==> src/rtl/i2f_pkg.sv <==
// Shared constants, stage payload types and the leading-one search for the
// int32 to float32 converter. No dependencies.
package i2f_pkg;

    localparam int WORD_W   = 32;
    localparam int POS_W    = 5;
    localparam int FRAC_BITS = 23;
    localparam int EXP_W    = 8;
    localparam logic [EXP_W-1:0] EXP_BIAS = 8'd127;

    typedef struct packed {
        logic              sign;
        logic [WORD_W-1:0] mag;
    } abs_t;

    typedef struct packed {
        logic              sign;
        logic              zero;
        logic [POS_W-1:0]  pos;
        logic [WORD_W-1:0] mag;
    } lzd_t;

    typedef struct packed {
        logic              sign;
        logic              zero;
        logic [POS_W-1:0]  pos;
        logic [WORD_W-1:0] norm;
    } norm_t;

    // Index of the highest set bit; 0 when no bit is set.
    function automatic logic [POS_W-1:0] lead_one_pos(input logic [WORD_W-1:0] m);
        logic [POS_W-1:0] p;
        p = '0;
        for (int i = 0; i < WORD_W; i++)
        begin
            if (m[i])
            begin
                p = POS_W'(i);
            end
        end
        return p;
    endfunction

endpackage

==> src/rtl/i2f_abs.sv <==
// Stage 1: split off the sign and form the magnitude.
// Depends on i2f_pkg.
module i2f_abs (
    input  logic                       clk,
    input  logic                       rst_n,
    input  logic                       in_valid,
    output logic                       in_ready,
    input  logic [i2f_pkg::WORD_W-1:0] in_data,
    output logic                       out_valid,
    input  logic                       out_ready,
    output i2f_pkg::abs_t              out_data
);
    import i2f_pkg::*;

    logic valid_reg;
    abs_t data_reg;
    abs_t data_next;

    assign in_ready = !valid_reg || out_ready;

    always_comb
    begin
        data_next.sign = in_data[WORD_W-1];
        data_next.mag  = in_data[WORD_W-1] ? (~in_data + WORD_W'(1)) : in_data;
    end

    always_ff @(posedge clk or negedge rst_n)
    begin
        if (!rst_n)
        begin
            valid_reg <= 1'b0;
        end
        else if (in_ready)
        begin
            valid_reg <= in_valid;
        end
    end

    always_ff @(posedge clk)
    begin
        if (in_valid && in_ready)
        begin
            data_reg <= data_next;
        end
    end

    assign out_valid = valid_reg;
    assign out_data  = data_reg;

endmodule

==> src/rtl/i2f_lzd.sv <==
// Stage 2: locate the leading one of the magnitude and flag zero.
// Depends on i2f_pkg.
module i2f_lzd (
    input  logic          clk,
    input  logic          rst_n,
    input  logic          in_valid,
    output logic          in_ready,
    input  i2f_pkg::abs_t in_data,
    output logic          out_valid,
    input  logic          out_ready,
    output i2f_pkg::lzd_t out_data
);
    import i2f_pkg::*;

    logic valid_reg;
    lzd_t data_reg;
    lzd_t data_next;

    assign in_ready = !valid_reg || out_ready;

    always_comb
    begin
        data_next.sign = in_data.sign;
        data_next.zero = (in_data.mag == '0);
        data_next.pos  = lead_one_pos(in_data.mag);
        data_next.mag  = in_data.mag;
    end

    always_ff @(posedge clk or negedge rst_n)
    begin
        if (!rst_n)
        begin
            valid_reg <= 1'b0;
        end
        else if (in_ready)
        begin
            valid_reg <= in_valid;
        end
    end

    always_ff @(posedge clk)
    begin
        if (in_valid && in_ready)
        begin
            data_reg <= data_next;
        end
    end

    assign out_valid = valid_reg;
    assign out_data  = data_reg;

endmodule

==> src/rtl/i2f_norm.sv <==
// Stage 3: shift the magnitude left so the leading one sits in the top bit.
// Depends on i2f_pkg.
module i2f_norm (
    input  logic           clk,
    input  logic           rst_n,
    input  logic           in_valid,
    output logic           in_ready,
    input  i2f_pkg::lzd_t  in_data,
    output logic           out_valid,
    input  logic           out_ready,
    output i2f_pkg::norm_t out_data
);
    import i2f_pkg::*;

    logic  valid_reg;
    norm_t data_reg;
    norm_t data_next;

    assign in_ready = !valid_reg || out_ready;

    always_comb
    begin
        data_next.sign = in_data.sign;
        data_next.zero = in_data.zero;
        data_next.pos  = in_data.pos;
        // shift by (WORD_W-1 - pos), which is the bitwise inverse of pos
        data_next.norm = in_data.mag << (~in_data.pos);
    end

    always_ff @(posedge clk or negedge rst_n)
    begin
        if (!rst_n)
        begin
            valid_reg <= 1'b0;
        end
        else if (in_ready)
        begin
            valid_reg <= in_valid;
        end
    end

    always_ff @(posedge clk)
    begin
        if (in_valid && in_ready)
        begin
            data_reg <= data_next;
        end
    end

    assign out_valid = valid_reg;
    assign out_data  = data_reg;

endmodule

==> src/rtl/i2f_round.sv <==
// Stage 4: round to nearest even, fold in the carry and pack the result.
// Depends on i2f_pkg.
module i2f_round (
    input  logic                       clk,
    input  logic                       rst_n,
    input  logic                       in_valid,
    output logic                       in_ready,
    input  i2f_pkg::norm_t             in_data,
    output logic                       out_valid,
    input  logic                       out_ready,
    output logic [i2f_pkg::WORD_W-1:0] out_data
);
    import i2f_pkg::*;

    localparam int SIG_W  = FRAC_BITS + 1;
    localparam int DROP_W = WORD_W - SIG_W;

    logic                valid_reg;
    logic [WORD_W-1:0]   data_reg;
    logic [WORD_W-1:0]   data_next;
    logic [SIG_W-1:0]    keep;
    logic                guard;
    logic                sticky;
    logic                round_up;
    logic [SIG_W:0]      sum;
    logic                carry;
    logic [FRAC_BITS-1:0] frac;
    logic [EXP_W-1:0]    expo;

    assign in_ready = !valid_reg || out_ready;

    always_comb
    begin
        keep     = in_data.norm[WORD_W-1:DROP_W];
        guard    = in_data.norm[DROP_W-1];
        sticky   = |in_data.norm[DROP_W-2:0];
        round_up = guard && (sticky || keep[0]);
        sum      = {1'b0, keep} + (SIG_W+1)'(round_up);
        carry    = sum[SIG_W];
        // a carry out leaves the fraction all zero and bumps the exponent
        frac     = carry ? '0 : sum[FRAC_BITS-1:0];
        expo     = EXP_W'(in_data.pos) + EXP_BIAS + EXP_W'(carry);
        data_next = in_data.zero ? '0 : {in_data.sign, expo, frac};
    end

    always_ff @(posedge clk or negedge rst_n)
    begin
        if (!rst_n)
        begin
            valid_reg <= 1'b0;
        end
        else if (in_ready)
        begin
            valid_reg <= in_valid;
        end
    end

    always_ff @(posedge clk)
    begin
        if (in_valid && in_ready)
        begin
            data_reg <= data_next;
        end
    end

    assign out_valid = valid_reg;
    assign out_data  = data_reg;

endmodule

==> src/rtl/int32_to_float32_converter_top.sv <==
// An accepted input is registered in the abs, lzd, norm and round stages in turn.
// Throughput: one transaction per cycle while m_axis_tready is high; each of the four
// stage registers holds its item while the stage after it is full and stalled.
// Reset (rst_n low, asynchronous) clears every stage valid bit; data is kept.
// Depends on i2f_pkg, i2f_abs, i2f_lzd, i2f_norm and i2f_round.
module int32_to_float32_converter_top (
    input  logic                       clk,
    input  logic                       rst_n,
    input  logic                       s_axis_tvalid,
    output logic                       s_axis_tready,
    input  logic [i2f_pkg::WORD_W-1:0] s_axis_tdata,  // [31:0] int_value (signed)
    output logic                       m_axis_tvalid,
    input  logic                       m_axis_tready,
    output logic [i2f_pkg::WORD_W-1:0] m_axis_tdata   // [31:0] float_bits
);
    import i2f_pkg::*;

    logic  abs_valid;
    logic  abs_ready;
    abs_t  abs_data;
    logic  lzd_valid;
    logic  lzd_ready;
    lzd_t  lzd_data;
    logic  norm_valid;
    logic  norm_ready;
    norm_t norm_data;

    i2f_abs u_abs (
        .clk       (clk),
        .rst_n     (rst_n),
        .in_valid  (s_axis_tvalid),
        .in_ready  (s_axis_tready),
        .in_data   (s_axis_tdata),
        .out_valid (abs_valid),
        .out_ready (abs_ready),
        .out_data  (abs_data)
    );

    i2f_lzd u_lzd (
        .clk       (clk),
        .rst_n     (rst_n),
        .in_valid  (abs_valid),
        .in_ready  (abs_ready),
        .in_data   (abs_data),
        .out_valid (lzd_valid),
        .out_ready (lzd_ready),
        .out_data  (lzd_data)
    );

    i2f_norm u_norm (
        .clk       (clk),
        .rst_n     (rst_n),
        .in_valid  (lzd_valid),
        .in_ready  (lzd_ready),
        .in_data   (lzd_data),
        .out_valid (norm_valid),
        .out_ready (norm_ready),
        .out_data  (norm_data)
    );

    i2f_round u_round (
        .clk       (clk),
        .rst_n     (rst_n),
        .in_valid  (norm_valid),
        .in_ready  (norm_ready),
        .in_data   (norm_data),
        .out_valid (m_axis_tvalid),
        .out_ready (m_axis_tready),
        .out_data  (m_axis_tdata)
    );

endmodule

==> config.mk <==
export PLATFORM = sky130hd
export DESIGN_NAME = int32_to_float32_converter_top
export DESIGN_NICKNAME = d
export VERILOG_FILES = /design/src/rtl/i2f_pkg.sv /design/src/rtl/i2f_abs.sv /design/src/rtl/i2f_lzd.sv /design/src/rtl/i2f_norm.sv /design/src/rtl/i2f_round.sv /design/src/rtl/int32_to_float32_converter_top.sv
export SDC_FILE = /design/constraint.sdc
export NUM_CORES = 1
export LEC_CHECK = 0
export BUFFER_PORTS_ARGS = -buffer_cell sky130_fd_sc_hd__buf_2
export CAP_MARGIN = 20
export CELL_PAD_IN_SITES_DETAIL_PLACEMENT = 0
export CELL_PAD_IN_SITES_GLOBAL_PLACEMENT = 1
export CORE_ASPECT_RATIO = 2
export CORE_MARGIN = 1
export CORE_UTILIZATION = 42
export DETAILED_ROUTE_END_ITERATION = 10
export GPL_TIMING_DRIVEN = 0
export PLACE_DENSITY_LB_ADDON = 0.12
export SETUP_SLACK_MARGIN = 0.1
export SKIP_LAST_GASP = 1
export SYNTH_ARGS = -nofsm -noshare
export SYNTH_HDL_FRONTEND = slang
export SYNTH_SLANG_ARGS = --single-unit
==> constraint.sdc <==
create_clock -name clk -period 5.4 [get_ports clk]
set_input_delay 0.27 -clock clk [delete_from_list [all_inputs] [get_ports clk]]
set_output_delay 0.27 -clock clk [all_outputs]
set_load 0.01 [all_outputs]
; ---- Word-level counts from Yosys, hierarchy flattened
; Cells that the tools add are included.
[classes]
add_sub_neg = 4
shift = 1
n_mux = 31
bitwise = 2
n_reduce_logical = 21
[op_table]
columns = cell, count
row1 = $mux 5, 14
row2 = $add 32x1->32 const B, 1
row3 = $logic_not 32->1, 1
row4 = $mux 4, 8
row5 = $not 32->32, 1
row6 = $shl 32x5->32, 1
row7 = $mux 31, 1
row8 = $add 24x1->25, 1
row9 = $reduce_or 16->1, 1
row10 = $mux 3, 4
row11 = $add 5x7->8 const B, 1
row12 = $add 8x1->8, 1
row13 = $reduce_or 8->1, 1
row14 = $reduce_or 7->1, 1
row15 = $logic_and 1x1->1, 5
row16 = $logic_or 1x1->1, 5
row17 = $not 5->5, 1
row18 = $logic_not 1->1, 4
row19 = $mux 2, 2
row20 = $reduce_or 2->1, 2
row21 = $reduce_or 4->1, 1
row22 = $mux 1, 2
[word_totals]
ff_bits = 147
in_bits = 36
output_inout_bits = 34
wordCells = 80

; ---- Logic depth before layout (Yosys ltp)
[logic_depth]
word_depth = 30
mapped_depth = 10
depth_no_buf = 9

; ---- Cells and area by module
; A second synthesis with hierarchy kept.
[unflattened]
hier_cells = 690
hier_area_um2 = 8560.7
[modules_own_cells]
columns = mod, instances, cells_each, area_per_inst_um2, seq_area_each_um2
row1 = i2f_norm, 1, 283, 3382.0, 1196.1
row2 = i2f_round, 1, 168, 1796.7, 985.9
row3 = i2f_abs, 1, 132, 1779.2, 1016.0
row4 = i2f_lzd, 1, 107, 1602.8, 1196.1

; ---- Least setup slack after synthesis
; No wires, ideal clock.
[synth_path]
path_type = register to register
startpoint = register u_round.valid_reg (netlist: u_round.out_valid)
endpoint = register u_norm.data_reg (netlist bit u_norm.out_data[0]), enable pin
setup_ns = 0.495
arrival_time_ns = 3.468
t_required_ns = 4.905
path_slack_ns = 1.437
path_stages_with_launch = 3
n_path_buf = 0
synth_period_minus_slack_ns = 3.963
path_cell_list = dfrtp_1 nor2b_1 a21boi_0
[synth_via]
elab_chain_len = 4
[synth_rtl]
columns = item, line_no
row1 = "start, declared", i2f_round.sv:18  ; logic valid_reg;
row2 = "start signal, assigned", i2f_round.sv:54  ; valid_reg <= in_valid;
row3 = $logic_not 1->1, i2f_round.sv:30  ; assign in_ready = !valid_reg || out_ready;
row4 = $logic_or 1x1->1, i2f_round.sv:30
row5 = $logic_or 1x1->1, i2f_norm.sv:19  ; assign in_ready = !valid_reg || out_ready;
row6 = $logic_and 1x1->1, i2f_norm.sv:44  ; if (in_valid && in_ready)
row7 = "end signal, assigned", i2f_norm.sv:46  ; data_reg <= data_next;
row8 = "end, declared", i2f_norm.sv:16  ; norm_t data_reg;
; No other way between the ends.
; A chain may end at the register's enable or synchronous reset.

==> report_table.html <==
<table>
<tr><th>Metric</th><th>Value</th></tr>
<tr><th colspan="2">Synth</th></tr>
<tr><td>Sequential cell area fraction in the yosys report</td><td>56.6%</td></tr>
<tr><td>Mapped Nets</td><td>693</td></tr>
<tr><td>Synthesis-stage register bit count</td><td>147</td></tr>
<tr><td>Number of enable-type register cells in the synthesized netlist</td><td>143</td></tr>
<tr><td>Most frequently used flop master after synthesis</td><td>edfxtp_1</td></tr>
<tr><td>Number of synthesis warnings</td><td>0</td></tr>
<tr><td>Post-synthesis instance total</td><td>653</td></tr>
<tr><td>Post-synthesis cell type count</td><td>62</td></tr>
<tr><td>Summed instance area of the synthesized netlist</td><td>7760 um2</td></tr>
<tr><td>Average cell area after synthesis</td><td>11.9 um2</td></tr>
<tr><td>Fraction of registers with async set/reset</td><td>2.72%</td></tr>
<tr><th colspan="2">Die</th></tr>
<tr><td>Count of pins on the block boundary</td><td>70</td></tr>
<tr><td>Die footprint</td><td>19100 um2</td></tr>
<tr><td>Horizontal die dimension</td><td>98.1 um</td></tr>
<tr><td>Floorplan core area</td><td>18200 um2</td></tr>
<tr><td>Die outline height</td><td>194 um</td></tr>
<tr><td>Initial standard-cell utilization of the core</td><td>42.6%</td></tr>
<tr><td>Num rows</td><td>70</td></tr>
<tr><th colspan="2">Clock network</th></tr>
<tr><td>Total clock sinks</td><td>147</td></tr>
<tr><td>Clock latency on the worst-skew pair</td><td>0.42 ns</td></tr>
<tr><td>CTS Root Cell</td><td>clkbuf_16</td></tr>
<tr><td>Clock tree from TritonCTS</td><td>yes</td></tr>
<tr><td>Resize count post-CTS</td><td>0</td></tr>
<tr><td>Clock edge transition at the registers on the reported setup and hold paths</td><td>0.06 ns</td></tr>
<tr><td>Total number of H-tree levels</td><td>4</td></tr>
<tr><td>Number of clock buffers inserted by TritonCTS</td><td>17</td></tr>
<tr><td>Buffer levels on the longest clock path</td><td>2</td></tr>
<tr><th colspan="2">Timing</th></tr>
<tr><td>Final period demand of the worst path</td><td>3.23 ns</td></tr>
<tr><td>Total count of hold-check failures in the final report</td><td>0</td></tr>
<tr><td>Tcrit/Tclk final</td><td>59.9%</td></tr>
<tr><td>Final Slew Violations</td><td>0</td></tr>
<tr><td>Worst slew pin tran</td><td>0.834 ns</td></tr>
<tr><td>Achievable Freq</td><td>309 MHz</td></tr>
<tr><td>Final Worst Setup Slack</td><td>2.17 ns</td></tr>
<tr><td>Setup-failing EPs final</td><td>0</td></tr>
<tr><td>Setup repair after global routing missed its margin</td><td>no</td></tr>
<tr><td>Setup Total Neg Slack</td><td>0 ns</td></tr>
<tr><td>Worst hold slack</td><td>0.0449 ns</td></tr>
<tr><td>Setup skew after layout</td><td>0.0111 ns</td></tr>
<tr><td>Slew headroom</td><td>42.8%</td></tr>
<tr><th colspan="2">Placement</th></tr>
<tr><td>HPWL after detailed placement</td><td>15900 um</td></tr>
<tr><td>Setup slack after placement</td><td>2.20 ns</td></tr>
<tr><td>Weighted congestion at the end of routability-driven global placement</td><td>0.923</td></tr>
<tr><td>Number of port buffers</td><td>69</td></tr>
<tr><th colspan="2">Power and ir drop</th></tr>
<tr><td>Leak Pwr</td><td>3.28 nW</td></tr>
<tr><td>Peak VDD IR</td><td>0.000202 V</td></tr>
<tr><td>PnR Total Power</td><td>3.33 mW</td></tr>
<tr><td>Power density over the cells</td><td>367 nW/um2</td></tr>
<tr><th colspan="2">Global route</th></tr>
<tr><td>Initial antenna violation count</td><td>0</td></tr>
<tr><td>First-pass GRT wire length</td><td>29800 um</td></tr>
<tr><td>All-layer global routing usage</td><td>21.6%</td></tr>
<tr><td>Via count of the first global-routing pass</td><td>5748</td></tr>
<tr><td>Pin count of the biggest net entering global routing</td><td>40</td></tr>
<tr><td>Global-route congestion overflow total</td><td>0</td></tr>
<tr><th colspan="2">Critical path</th></tr>
<tr><td>Largest fanout of any net on the critical path</td><td>10</td></tr>
<tr><td>Element type at the critical path start</td><td>flop</td></tr>
<tr><td>Worst setup path startpoint</td><td>u_lzd.out_data[33]</td></tr>
<tr><td>Launch point of the worst reg-to-reg path</td><td>u_lzd.out_data[33]</td></tr>
<tr><td>CP endpoint kind</td><td>flop</td></tr>
<tr><td>CP arrival</td><td>3.37 ns</td></tr>
<tr><td>FF-to-FF End</td><td>u_norm.out_data[31]</td></tr>
<tr><td>Worst r2r path cells</td><td>7</td></tr>
<tr><td>End of the critical path</td><td>u_norm.out_data[31]</td></tr>
<tr><td>Worst setup path class</td><td>reg -&gt; reg</td></tr>
<tr><td>Endpoint required time on the critical path</td><td>5.54 ns</td></tr>
<tr><td>Slack of the worst reg-to-reg path</td><td>2.17 ns</td></tr>
<tr><th colspan="2">Cells and area</th></tr>
<tr><td>Antenna diode count</td><td>0</td></tr>
<tr><td>Layout filler cell count</td><td>1653</td></tr>
<tr><td>Leading cell type in the layout, fill and taps excluded</td><td>edfxtp_1</td></tr>
<tr><td>Fraction of layout cells with a size suffix above 1</td><td>20.7%</td></tr>
<tr><td>Synthesis-to-finish area growth</td><td>16.6%</td></tr>
<tr><td>Most used cells in the layout excluding fill and tap cells</td><td>143 x edfxtp_1, 73 x buf_2, 69 x nor2_1, 49 x nand2_1, 41 x xnor2_1</td></tr>
<tr><td>Final net count</td><td>784</td></tr>
<tr><th colspan="2">Job</th></tr>
<tr><td>Max-cap violation count</td><td>0</td></tr>
<tr><th colspan="2">Route</th></tr>
<tr><td>Final antenna-violating net count</td><td>0</td></tr>
<tr><td>Via density per instance</td><td>5.67</td></tr>
<tr><td>Drt first pass iters</td><td>9</td></tr>
<tr><td>Sum of routed wire length over all layers</td><td>19800 um</td></tr>
<tr><td>Wire per inst</td><td>20.3 um</td></tr>
<tr><td>Total vias in the final route</td><td>5518</td></tr>
<tr><td>Violation count after the first detailed-routing iteration</td><td>211</td></tr>
<tr><td>Number of design rule violations left after detail routing</td><td>4</td></tr>
<tr><th colspan="2">Min path</th></tr>
<tr><td>Type of the most critical hold path</td><td>in -&gt; reg</td></tr>
<tr><th colspan="2">Status</th></tr>
<tr><td>Violations in the final reports</td><td>DRC</td></tr>
<tr><td>Run status</td><td>complete, but fails checks</td></tr>
</table>
==> critical path, cell delays in order, from the launching register on <==
cell and delay (ns):
edfxtp_1 0.38, clkbuf_1 0.36, buf_1 0.58, clkbuf_1 0.57, mux2i_1 0.66, nor2_1 0.08
a21oi_1 0.18, o221ai_1 0.14
==> registers in the layout, indices dropped and copies added, names as in the netlist <==
register and count:
u_lzd.out_valid 1, u_abs.out_data 33, u_norm.out_data 39, u_lzd.out_data 39, u_round.out_data 32, u_abs.out_valid 1, u_norm.out_valid 1, u_round.out_valid 1
==> worst min-delay path by stage <==
stage | from | endpoint | slack [ns] | depth (start not counted)
after detailed placement | rst_n | u_norm.out_valid | 0.08 | 1
after global routing | s_axis_tvalid | u_abs.out_valid | 0.04 | 2
after CTS | s_axis_tvalid | u_abs.out_valid | 0.03 | 2
final | s_axis_tvalid | u_abs.out_valid | 0.04 | 2
after global placement | rst_n | u_norm.out_valid | 0.07 | 1
after floorplan | rst_n | u_abs.out_valid | -0.03 | 0
==> cell families (layout without fill, tap and decap cells) <==
family	count (synthesis)	after routing	synth area share, %
adders and majority gates	4	4	0.645
xor gates and xnor gates	51	51	5.76
DFF	147	147	56.6
AOI/OAI and AO/OA	109	109	9.64
and+or+nand+nor	232	232	14.9
muxes	62	62	10.1
buffers and inverters	48	152	2.39
==> layout make-up <==
class | count | area (um2) | share of cell area, %
Clock inverter | 14 | 168 | 1.85
Inverter | 18 | 67.6 | 0.747
Clock buffer | 18 | 429 | 4.74
Timing Repair Buffer | 72 | 403 | 4.45
Sequential cell | 147 | 4390 | 48.6
Multi-Input combinational cell | 458 | 3200 | 35.4
Buffer | 30 | 118 | 1.30
Tap cell | 216 | 270 | 2.99
==> where the power goes <==
group	internal [mW]	switching, mW
clock network	0.761	0.433
logic	0.241	0.352
registers	1.45	0.0864
==> metrics by stage <==
step	cells	utilization (%)	instance area (um2)
2_1_floorplan	653	-	7760
3_3_place_gp	938	46.0	8380
3_5_place_dp	940	46.3	8440
4_1_cts	973	49.7	9050
5_1_grt	973	49.7	9050
6_report	973	49.7	9050
==> cell usage after synthesis, drive strengths merged (2+ instances only) <==
cell | number | area, um2
and4 | 2 | 17.5
nand2b | 8 | 50.1
a211o | 2 | 17.5
a22oi | 4 | 30.0
o22ai | 8 | 50.1
or3 | 8 | 55.1
and3 | 7 | 43.8
dfrtp | 4 | 100
a21oi | 24 | 120
xor2 | 10 | 87.6
o311ai | 2 | 17.5
nand2 | 49 | 184
ha | 4 | 50.1
inv | 18 | 67.6
o41ai | 5 | 70.1
o211ai | 4 | 30.0
a221oi | 2 | 17.5
a211oi | 3 | 22.5
o21ai | 24 | 120
clkbuf | 22 | 82.6
o221ai | 3 | 26.3
o31ai | 8 | 65.1
xnor2 | 41 | 359
a21o | 2 | 15.0
nand4 | 8 | 50.1
a31o | 2 | 17.5
buf | 8 | 35.0
mux2 | 29 | 327
nor2b | 9 | 56.3
mux2i | 23 | 230
a31oi | 2 | 12.5
or4 | 8 | 63.8
nor2 | 69 | 259
and2 | 5 | 31.3
o21bai | 2 | 15.0
or2 | 4 | 25.0
o21a | 3 | 22.5
mux4 | 10 | 225
nor3 | 17 | 85.1
nand3 | 17 | 85.1
edfxtp | 143 | 4290
o32ai | 2 | 17.5
nor4 | 16 | 100
==> timing repair <==
| action | CTS | global route |
|---|---|---|
| hold buffers | 1 | 0 |
| buffers inserted | 0 | 0 |
| endpoints found under the hold margin | 4 | 0 |
==> per-layer routing <==
metal | GRT usage (%) | wire, um | vias up | share of wire [%]
li1 | - | - | 2654 | -
met1 | 15.2 | 5840 | 2663 | 30
met2 | 47.2 | 12400 | 151 | 63
met3 | 3.28 | 402 | 50 | 2.0
met4 | 15.0 | 1110 | 0 | 5.6
met5 | 0 | 0 | - | 0
No activity file was read; power rests on OpenSTA's default activity.
